## src/hw/rtl/rsc_pkg.sv

```systemverilog
package rsc_pkg;

  localparam int WORD_BITS   = 64;
  localparam int MAX_WORDS   = 64;
  localparam int WIDX_W      = 6;
  localparam int MAX_DEPTH   = 16;
  localparam int LVL_W       = 5;
  localparam int STK_LVL_W   = 4;
  localparam int LIM_W       = 7;
  localparam int MAX_ATTRS   = 128;
  localparam int ATTR_W      = 7;
  localparam int MAX_CLASSES = 4;
  localparam int CLS_W       = 2;
  localparam int CNT_W       = 13;
  localparam int PC_W        = 7;
  localparam int STK_AW      = STK_LVL_W + WIDX_W;
  localparam int ATTR_AW     = ATTR_W + WIDX_W;

  localparam logic [2:0] OP_LOAD_ATTR  = 3'd0;
  localparam logic [2:0] OP_LOAD_CLASS = 3'd1;
  localparam logic [2:0] OP_ISECT_POS  = 3'd2;
  localparam logic [2:0] OP_ISECT_NEG  = 3'd3;
  localparam logic [2:0] OP_BACKTRACK  = 3'd4;
  localparam logic [2:0] OP_RESTART    = 3'd5;

  localparam logic [1:0] ERR_NONE  = 2'd0;
  localparam logic [1:0] ERR_DEPTH = 2'd1;
  localparam logic [1:0] ERR_ROOT  = 2'd2;

  localparam logic CFG_NUM_TRANS   = 1'b0;
  localparam logic CFG_NUM_CLASSES = 1'b1;

  typedef struct packed {
    logic [2:0]           opcode;
    logic [ATTR_W-1:0]    attr_index;
    logic [WIDX_W-1:0]    word_index;
    logic [CLS_W-1:0]     class_index;
    logic [WORD_BITS-1:0] word_bits;
  } cmd_t;

  typedef struct packed {
    logic [CNT_W-1:0] total_support;
    logic [CNT_W-1:0] class_support_0;
    logic [CNT_W-1:0] class_support_1;
    logic [CNT_W-1:0] class_support_2;
    logic [CNT_W-1:0] class_support_3;
    logic [LVL_W-1:0] depth;
    logic [LIM_W-1:0] live_words;
    logic [1:0]       error;
  } res_t;

  typedef struct packed {
    logic [STK_AW-1:0]    ord_raddr;
    logic [STK_AW-1:0]    cov_raddr;
    logic [ATTR_AW-1:0]   attr_raddr;
    logic [WIDX_W-1:0]    cls_raddr;
    logic                 cov_we;
    logic [STK_AW-1:0]    cov_waddr;
    logic [WORD_BITS-1:0] cov_wdata;
    logic                 ord_we;
    logic [STK_AW-1:0]    ord_waddr;
    logic [WIDX_W-1:0]    ord_wdata;
    logic                 attr_we;
    logic [ATTR_AW-1:0]   attr_waddr;
    logic                 cls_we;
    logic [CLS_W-1:0]     cls_sel;
    logic [WIDX_W-1:0]    cls_waddr;
    logic [WORD_BITS-1:0] load_wdata;
  } mem_req_t;

  typedef struct packed {
    logic [WIDX_W-1:0]                      ord_q;
    logic [WORD_BITS-1:0]                   cov_q;
    logic [WORD_BITS-1:0]                   attr_q;
    logic [MAX_CLASSES-1:0][WORD_BITS-1:0]  cls_q;
  } mem_rsp_t;

  function automatic logic [PC_W-1:0] popcount(input logic [WORD_BITS-1:0] v);
    logic [PC_W-1:0] c;
    c = '0;
    for (int k = 0; k < WORD_BITS; k++) begin
      c = c + PC_W'(v[k]);
    end
    return c;
  endfunction

endpackage

```

## src/hw/rtl/rsc_ctrl.sv

```systemverilog
module rsc_ctrl
  import rsc_pkg::*;
(
  input  logic             clk,
  input  logic             rst,
  input  logic             start,
  input  cmd_t             cmd,
  input  logic             cfg_we,
  input  logic             cfg_index,
  input  logic [CNT_W-1:0] cfg_data,
  input  mem_rsp_t         rsp,
  output mem_req_t         req,
  output logic             busy,
  output logic             done,
  output res_t             result
);

  localparam logic [2:0] S_IDLE = 3'd0;
  localparam logic [2:0] S_ORD  = 3'd1;
  localparam logic [2:0] S_WRD  = 3'd2;
  localparam logic [2:0] S_AND  = 3'd3;
  localparam logic [2:0] S_CNT  = 3'd4;
  localparam logic [2:0] S_FIN  = 3'd5;

  logic [2:0]             state;
  logic [LVL_W-1:0]       level;
  logic [LIM_W-1:0]       limit [0:MAX_DEPTH];
  logic [WIDX_W-1:0]      rem;
  logic [CNT_W-1:0]       num_trans;
  logic [2:0]             num_cls;
  logic [LVL_W-1:0]       lvl;
  logic [LIM_W-1:0]       lim;
  logic [LIM_W-1:0]       i;
  logic [LIM_W-1:0]       f;
  logic [LIM_W-1:0]       b;
  logic                   is_isect;
  logic                   pos;
  logic [ATTR_W-1:0]      attr;
  logic [1:0]             err;
  logic [WIDX_W-1:0]      w;
  logic [WORD_BITS-1:0]   v;
  logic [MAX_CLASSES-1:0][WORD_BITS-1:0] cv;
  logic [CNT_W-1:0]       acc_total;
  logic [MAX_CLASSES-1:0][CNT_W-1:0] acc_cs;

  logic                   accept;
  logic [13:0]            nw_sum;
  logic [7:0]             nw_raw;
  logic [LIM_W-1:0]       nw;
  logic [LVL_W-1:0]       lvl_next;
  logic [LIM_W-1:0]       lim_next;
  logic [LVL_W-1:0]       lm1;
  logic [LVL_W-1:0]       lp1;
  logic [WIDX_W-1:0]      wsel;
  logic [WORD_BITS-1:0]   cur;
  logic [WORD_BITS-1:0]   a;
  logic [WORD_BITS-1:0]   v_next;

  assign busy   = (state != S_IDLE);
  assign accept = start && !busy;

  // word count for a restart, saturated
  assign nw_sum = {1'b0, num_trans} + 14'd63;
  assign nw_raw = nw_sum[13:6];
  assign nw     = (nw_raw > 8'(MAX_WORDS)) ? LIM_W'(MAX_WORDS) : nw_raw[LIM_W-1:0];

  // level and live count that the pass works on
  always_comb begin
    lvl_next = level;
    if (cmd.opcode == OP_BACKTRACK && level != '0) begin
      lvl_next = level - 1'b1;
    end else if (cmd.opcode == OP_RESTART) begin
      lvl_next = '0;
    end
    lim_next = (cmd.opcode == OP_RESTART) ? nw : limit[lvl_next];
  end

  assign lm1  = lvl - 1'b1;
  assign lp1  = lvl + 1'b1;
  assign wsel = (lvl == '0) ? i[WIDX_W-1:0] : rsp.ord_q;

  // level 0 cover is implied by the last restart
  always_comb begin
    if (lvl == '0) begin
      cur = (w == '0 && rem != '0) ? ~({WORD_BITS{1'b1}} << rem) : {WORD_BITS{1'b1}};
    end else begin
      cur = rsp.cov_q;
    end
    a      = pos ? rsp.attr_q : ~rsp.attr_q;
    v_next = is_isect ? (cur & a) : cur;
  end

  // memory requests
  always_comb begin
    req            = '0;
    req.ord_raddr  = {lm1[STK_LVL_W-1:0], i[WIDX_W-1:0]};
    req.cov_raddr  = {lm1[STK_LVL_W-1:0], wsel};
    req.attr_raddr = {attr, wsel};
    req.cls_raddr  = wsel;
    req.cov_waddr  = {lvl[STK_LVL_W-1:0], w};
    req.cov_wdata  = v_next;
    req.ord_waddr  = {lvl[STK_LVL_W-1:0],
                      (v_next != '0) ? f[WIDX_W-1:0] : b[WIDX_W-1:0]};
    req.ord_wdata  = w;
    req.attr_waddr = {cmd.attr_index, cmd.word_index};
    req.cls_sel    = cmd.class_index;
    req.cls_waddr  = cmd.word_index;
    req.load_wdata = cmd.word_bits;
    req.attr_we    = accept && cmd.opcode == OP_LOAD_ATTR;
    req.cls_we     = accept && cmd.opcode == OP_LOAD_CLASS;
    req.cov_we     = (state == S_AND) && is_isect;
    req.ord_we     = (state == S_AND) && is_isect;
  end

  // configuration registers
  always_ff @(posedge clk) begin
    if (rst) begin
      num_trans <= CNT_W'(4096);
      num_cls   <= 3'd2;
    end else if (cfg_we) begin
      if (cfg_index == CFG_NUM_TRANS) begin
        num_trans <= cfg_data;
      end else begin
        num_cls <= cfg_data[2:0];
      end
    end
  end

  // sequencer: per live word read order, read words, combine, count
  always_ff @(posedge clk) begin
    if (rst) begin
      state    <= S_IDLE;
      level    <= '0;
      limit[0] <= LIM_W'(MAX_WORDS);
      rem      <= '0;
      done     <= 1'b0;
      is_isect <= 1'b0;
    end else begin
      done <= 1'b0;
      case (state)
        S_IDLE: begin
          if (accept) begin
            is_isect  <= 1'b0;
            err       <= ERR_NONE;
            pos       <= (cmd.opcode == OP_ISECT_POS);
            attr      <= cmd.attr_index;
            lvl       <= lvl_next;
            lim       <= lim_next;
            i         <= '0;
            f         <= '0;
            b         <= lim_next - 1'b1;
            acc_total <= '0;
            acc_cs    <= '0;
            case (cmd.opcode)
              OP_ISECT_POS, OP_ISECT_NEG: begin
                if (level >= LVL_W'(MAX_DEPTH)) begin
                  err <= ERR_DEPTH;
                end else begin
                  is_isect <= 1'b1;
                end
              end
              OP_BACKTRACK: begin
                if (level == '0) begin
                  err <= ERR_ROOT;
                end else begin
                  level <= lvl_next;
                end
              end
              OP_RESTART: begin
                level    <= '0;
                limit[0] <= nw;
                rem      <= num_trans[WIDX_W-1:0];
              end
              default: begin
              end
            endcase
            state <= S_ORD;
          end
        end
        S_ORD: begin
          state <= (i == lim) ? S_FIN : S_WRD;
        end
        S_WRD: begin
          w     <= wsel;
          state <= S_AND;
        end
        S_AND: begin
          v  <= v_next;
          cv <= rsp.cls_q;
          if (is_isect) begin
            if (v_next != '0) begin
              f <= f + 1'b1;
            end else begin
              b <= b - 1'b1;
            end
          end
          state <= S_CNT;
        end
        S_CNT: begin
          acc_total <= acc_total + CNT_W'(popcount(v));
          for (int j = 0; j < MAX_CLASSES; j++) begin
            acc_cs[j] <= acc_cs[j] + CNT_W'(popcount(v & cv[j]));
          end
          i     <= i + 1'b1;
          state <= S_ORD;
        end
        S_FIN: begin
          result.total_support   <= acc_total;
          result.class_support_0 <= (num_cls > 3'd0) ? acc_cs[0] : '0;
          result.class_support_1 <= (num_cls > 3'd1) ? acc_cs[1] : '0;
          result.class_support_2 <= (num_cls > 3'd2) ? acc_cs[2] : '0;
          result.class_support_3 <= (num_cls > 3'd3) ? acc_cs[3] : '0;
          result.error           <= err;
          if (is_isect) begin
            level             <= lp1;
            limit[lp1]        <= f;
            result.depth      <= lp1;
            result.live_words <= f;
          end else begin
            result.depth      <= lvl;
            result.live_words <= lim;
          end
          done  <= 1'b1;
          state <= S_IDLE;
        end
        default: begin
          state <= S_IDLE;
        end
      endcase
    end
  end

  a_done_single: assert property (@(posedge clk) disable iff (rst) done |=> !done)
    else $error("result strobe longer than one cycle");
  a_level_range: assert property (@(posedge clk) disable iff (rst)
      level <= LVL_W'(MAX_DEPTH))
    else $error("level beyond stack depth");
  a_walk_bound: assert property (@(posedge clk) disable iff (rst)
      state == S_ORD |-> i <= lim)
    else $error("word walk past live range");
  // modulo the count width, since b wraps once every word is emptied
  a_split_count: assert property (@(posedge clk) disable iff (rst)
      (state == S_ORD && is_isect && lim != '0) |->
      (LIM_W'(f + lim) == LIM_W'(i + b + LIM_W'(1))))
    else $error("survivor and emptied counts disagree with walk");
  a_restart_root: assert property (@(posedge clk) disable iff (rst)
      (accept && cmd.opcode == OP_RESTART) |=> level == '0)
    else $error("restart did not return to root");

endmodule

```

## config.mk

```make
export PLATFORM = sky130hd
export DESIGN_NAME = rsc_ctrl
export DESIGN_NICKNAME = d
export VERILOG_FILES = /design/src/hw/rtl/rsc_pkg.sv /design/src/hw/rtl/rsc_ctrl.sv
export SDC_FILE = /design/constraint.sdc
export NUM_CORES = 2
export LEC_CHECK = 0
export BUFFER_PORTS_ARGS = -buffer_cell sky130_fd_sc_hd__clkbuf_2
export CAP_MARGIN = 20
export CORE_AREA = 10 10 295 297
export CTS_CLUSTER_DIAMETER = 200
export CTS_CLUSTER_SIZE = 20
export DETAILED_ROUTE_END_ITERATION = 8
export DIE_AREA = 0 0 305 307
export PLACE_DENSITY = 0.79
export SYNTH_ARGS = -nofsm -noshare
export SYNTH_HDL_FRONTEND = slang
export SYNTH_SLANG_ARGS = --single-unit
```

## constraint.sdc

```tcl
create_clock -name clk -period 17.85 [get_ports clk]
set_input_delay 0.8925 -clock clk [delete_from_list [all_inputs] [get_ports clk]]
set_output_delay 0.8925 -clock clk [all_outputs]
set_load 0.01 [all_outputs]
```

==> flow_summary.ini <==
[run_status]
outcome = finished, final reports clean

[floorplan]
design.core.area_sq_um = 81300
die_y_um = 307
ioPinCount = 789
die_area_sq_um = 93600
die_x_um = 305
initial_utilization_pct = 46.7
row_count = 105

[place]
hpwl_mm = 110
place_congestion = 0.991
portBuffers = 638
dpl_cell_area_sq_um = 41400

[cells_and_area]
nNetsFinal = 4459
drive_gt1_share_pct = 21.7
final_area_sq_um = 42500
area_delta_synth_final_pct = 12.1

[timing]
layout_min_cycle_time_ns = 8.06
finalSetupViolations = 0
fmax_mhz = 124
hold_viol_final = 0
rsz0062_at_grt = no
setup-tns-final_ns = 0
slew_violations = 0
finClkSkew_ns = 0.0584
fin_crit_sh_pct = 45.2
worst_slew_pin_slew_ns = 1.31
timing.slew.headroom_pct = 12.9

[critical_path]
required_ns = 18.18
cp_num_buf_inv = 5
reg2reg_to = acc_cs[49]$_SDFFCE_PP0P_
r2r_slack_ns = 9.79
cp_data_arrival_time_ns = 8.39
path_max_fanout = 5
critical_path.top_delay_family = adder cells
endpoint_kind = flop
slowest_stage = fa_1
path_common_cell = fa_1
cp-start-kind = flop
reg2reg_depth = 26
max_stage_delay_ns = 0.56
critical_path_class = reg -> reg
r2r-start = v[26]$_DFFE_PP_

[power_and_ir_drop]
clockPowerShare_pct = 24.0
pwr-share-seq_pct = 45.2
power.combinational.fraction_pct = 30.8
leakage_nw = 17.6
ir_drop_v = 0.0000786
power_switching_mw = 1.22
intPower_mw = 2.65
p_sw_share_pct = 31.6
p_per_area_nw_per_um2 = 91.0

[detailed_routing]
num_vias = 26500
vias_per_cell = 5.71
drt_iter0_drc = 3001
drt_wl_total_mm = 135
wl_per_cell_um = 29.2
drc = 0
drt-pass1-iter-count = 7
ant_nets = 0

[grt]
grt_pass1_vias = 26800
antenna_found_initial = 22
grt_max_degree = 179
grtUsageTotal_pct = 28.3
grt_overflow = 0
grt_pass1_wl_mm = 190

[yosys]
ys_ff_latch = 663
synth_cells = 3041
synth.avg_cell_area_sq_um = 12.5
syn-num-nets = 3954
yosysWarnings = 0
yosys.area.top_type = edfxtp_1
synth-edff-count = 631
yosysSeqAreaShare_pct = 51.6
synth_top_area_share_pct = 49.9
synth.distinct_cells = 92
netlist_area_sq_um = 37900
synth_common_cells = 631 x edfxtp_1, 340 x inv_1, 325 x nand2_1
synth.most_common_cell = edfxtp_1
synthTopCellsByArea = edfxtp_1 50%, fa_1 15%, ha_1 4.7%, inv_1 3.4%, nand2_1 3.2%
synthArstFlopShare_pct = 0
synth_top_flop_cell = edfxtp_1

[worst_hold_path]
worst_hold_path.num_cells = 0
min-delay-start = err[1]$_DFFE_PP_
hold_path_class = reg -> reg
whs_endpoint = result[1]$_DFFE_PP_

[clock_tree]
cts_tree = yes
cts_made_buffers = 39
cts_root_buffer = clkbuf_16
cts.clk_slew.worst_paths_ns = 0.08
cts_buffer_depth = 3
clk_latency_ns = 0.62
cts_setup_buffers = 0
holdBufCountCts = 0
cts-resized-gates = 0
clock-sinks = 663
h-tree-depth = 2

[run]
cap_violations = 0
metrics by stage:
step | instances | utilization [%] | power, mW | setup WS [ns] | hold WS [ns]
2_1_floorplan | 3041 | - | 2.60 | 2.08 | 0.400
3_3_place_gp | 4569 | 50.9 | 2.93 | 9.97 | 0.411
3_5_place_dp | 4572 | 50.9 | 2.96 | 9.86 | 0.418
4_1_cts | 4626 | 52.2 | 3.88 | 9.83 | 0.414
5_1_grt | 4630 | 52.3 | 4.08 | 9.31 | 0.428
6_report | 4634 | 52.3 | 3.87 | 9.79 | 0.432
metal layers:
metal	up-vias	wire (um)	GRT usage, %
li1	11200	-	-
met1	13100	48700	34.9
met2	1849	62900	45.5
met3	255	18200	10.3
met4	18	5190	9.53
met5	-	178	0.580
registers in the layout, indices dropped and copies added, names as in the netlist, 7 cells and up:
signal / cells
result: 79
i: 7
attr: 7
acc_total: 13
f: 7
lim: 7
cv: 256
limit: 119
acc_cs: 52
num_trans: 13
v: 64
kinds of logic (layout without fill, tap and decap cells):
kind of cell / after synthesis / after routing / share of synthesized area [%]
adder cells (fa/ha/maj): 423 / 423 / 19.5
multiplexers: 61 / 61 / 1.87
AND/OR/NAND/NOR: 839 / 839 / 10.7
other: 0 / 5 / 0
buffers and inverters: 555 / 1073 / 7.07
XOR/XNOR: 130 / 130 / 3.00
flip-flops: 663 / 663 / 51.6
AO/OA/AOI/OAI: 370 / 370 / 6.23
final cells by class:
type                       count  area (sq um)
inverter                     344          1300
antenna                        5          12.5
fill                        6876         38800
multi-input combinational   1823         15700
timing repair buffer         675          3480
tap                         1070          1340
clock buffer                  50          1020
sequential                   663         19600
clock inverter                 4          71.3
cell usage in the layout, fill, tap and decap left out, types with 40 or more instances in the layout:
master,netlist,layout
inv_1,340,340
nor2_1,153,150
xor2_1,48,48
mux2i_1,40,40
xnor2_1,82,82
o22ai_1,51,51
ha_1,143,143
nor3_1,46,46
edfxtp_1,631,631
and2_1,134,134
fa_1,280,280
a21oi_1,108,108
nand2_1,325,325
o21ai_0,78,77
clkbuf_2,0,638
nand3_1,46,45
nor2b_1,56,56
worst register-to-register path, stage by stage, from the launching register on:
cell and delay, ns:
edfxtp_1 0.44, and2_1 0.19, fa_1 0.53, inv_1 0.08, fa_1 0.55, inv_1 0.05
fa_1 0.50, inv_1 0.05, fa_1 0.55, fa_1 0.45, fa_1 0.53, fa_1 0.56
inv_1 0.06, fa_1 0.52, inv_1 0.06, fa_1 0.46, fa_1 0.39, nor2b_1 0.16
o21ai_0 0.12, a21boi_0 0.23, o21ai_0 0.14, a21boi_0 0.26, o21ai_0 0.13, a21boi_0 0.35
o21ai_0 0.17, xor2_1 0.19, nor2_1 0.06
worst max path at each step:
stage | slack [ns] | start | end | depth (start not counted)
6_report | 9.79 | v[26]$_DFFE_PP_ | acc_cs[49]$_SDFFCE_PP0P_ | 26
5_1_grt | 9.31 | v[26]$_DFFE_PP_ | acc_cs[49]$_SDFFCE_PP0P_ | 26
4_1_cts | 9.83 | v[26]$_DFFE_PP_ | acc_cs[49]$_SDFFCE_PP0P_ | 26
3_5_place_dp | 9.86 | v[26]$_DFFE_PP_ | acc_cs[49]$_SDFFCE_PP0P_ | 26
3_3_place_gp | 9.97 | v[26]$_DFFE_PP_ | acc_cs[51]$_SDFFCE_PP0P_ | 26
2_1_floorplan | 2.08 | state[2]$_SDFFE_PP0N_ | cv[0]$_DFFE_PP_ | 7
power groups by stage:
stage | clock, mW | sequential (mW) | combinational, mW
6_report | 0.928 | 1.75 | 1.19
4_1_cts | 0.944 | 1.75 | 1.19
2_1_floorplan | 0 | 1.78 | 0.815
5_1_grt | 0.995 | 1.75 | 1.33
3_5_place_dp | 0 | 1.78 | 1.17
3_3_place_gp | 0 | 1.78 | 1.15
(Power assumes the default switching activity.)
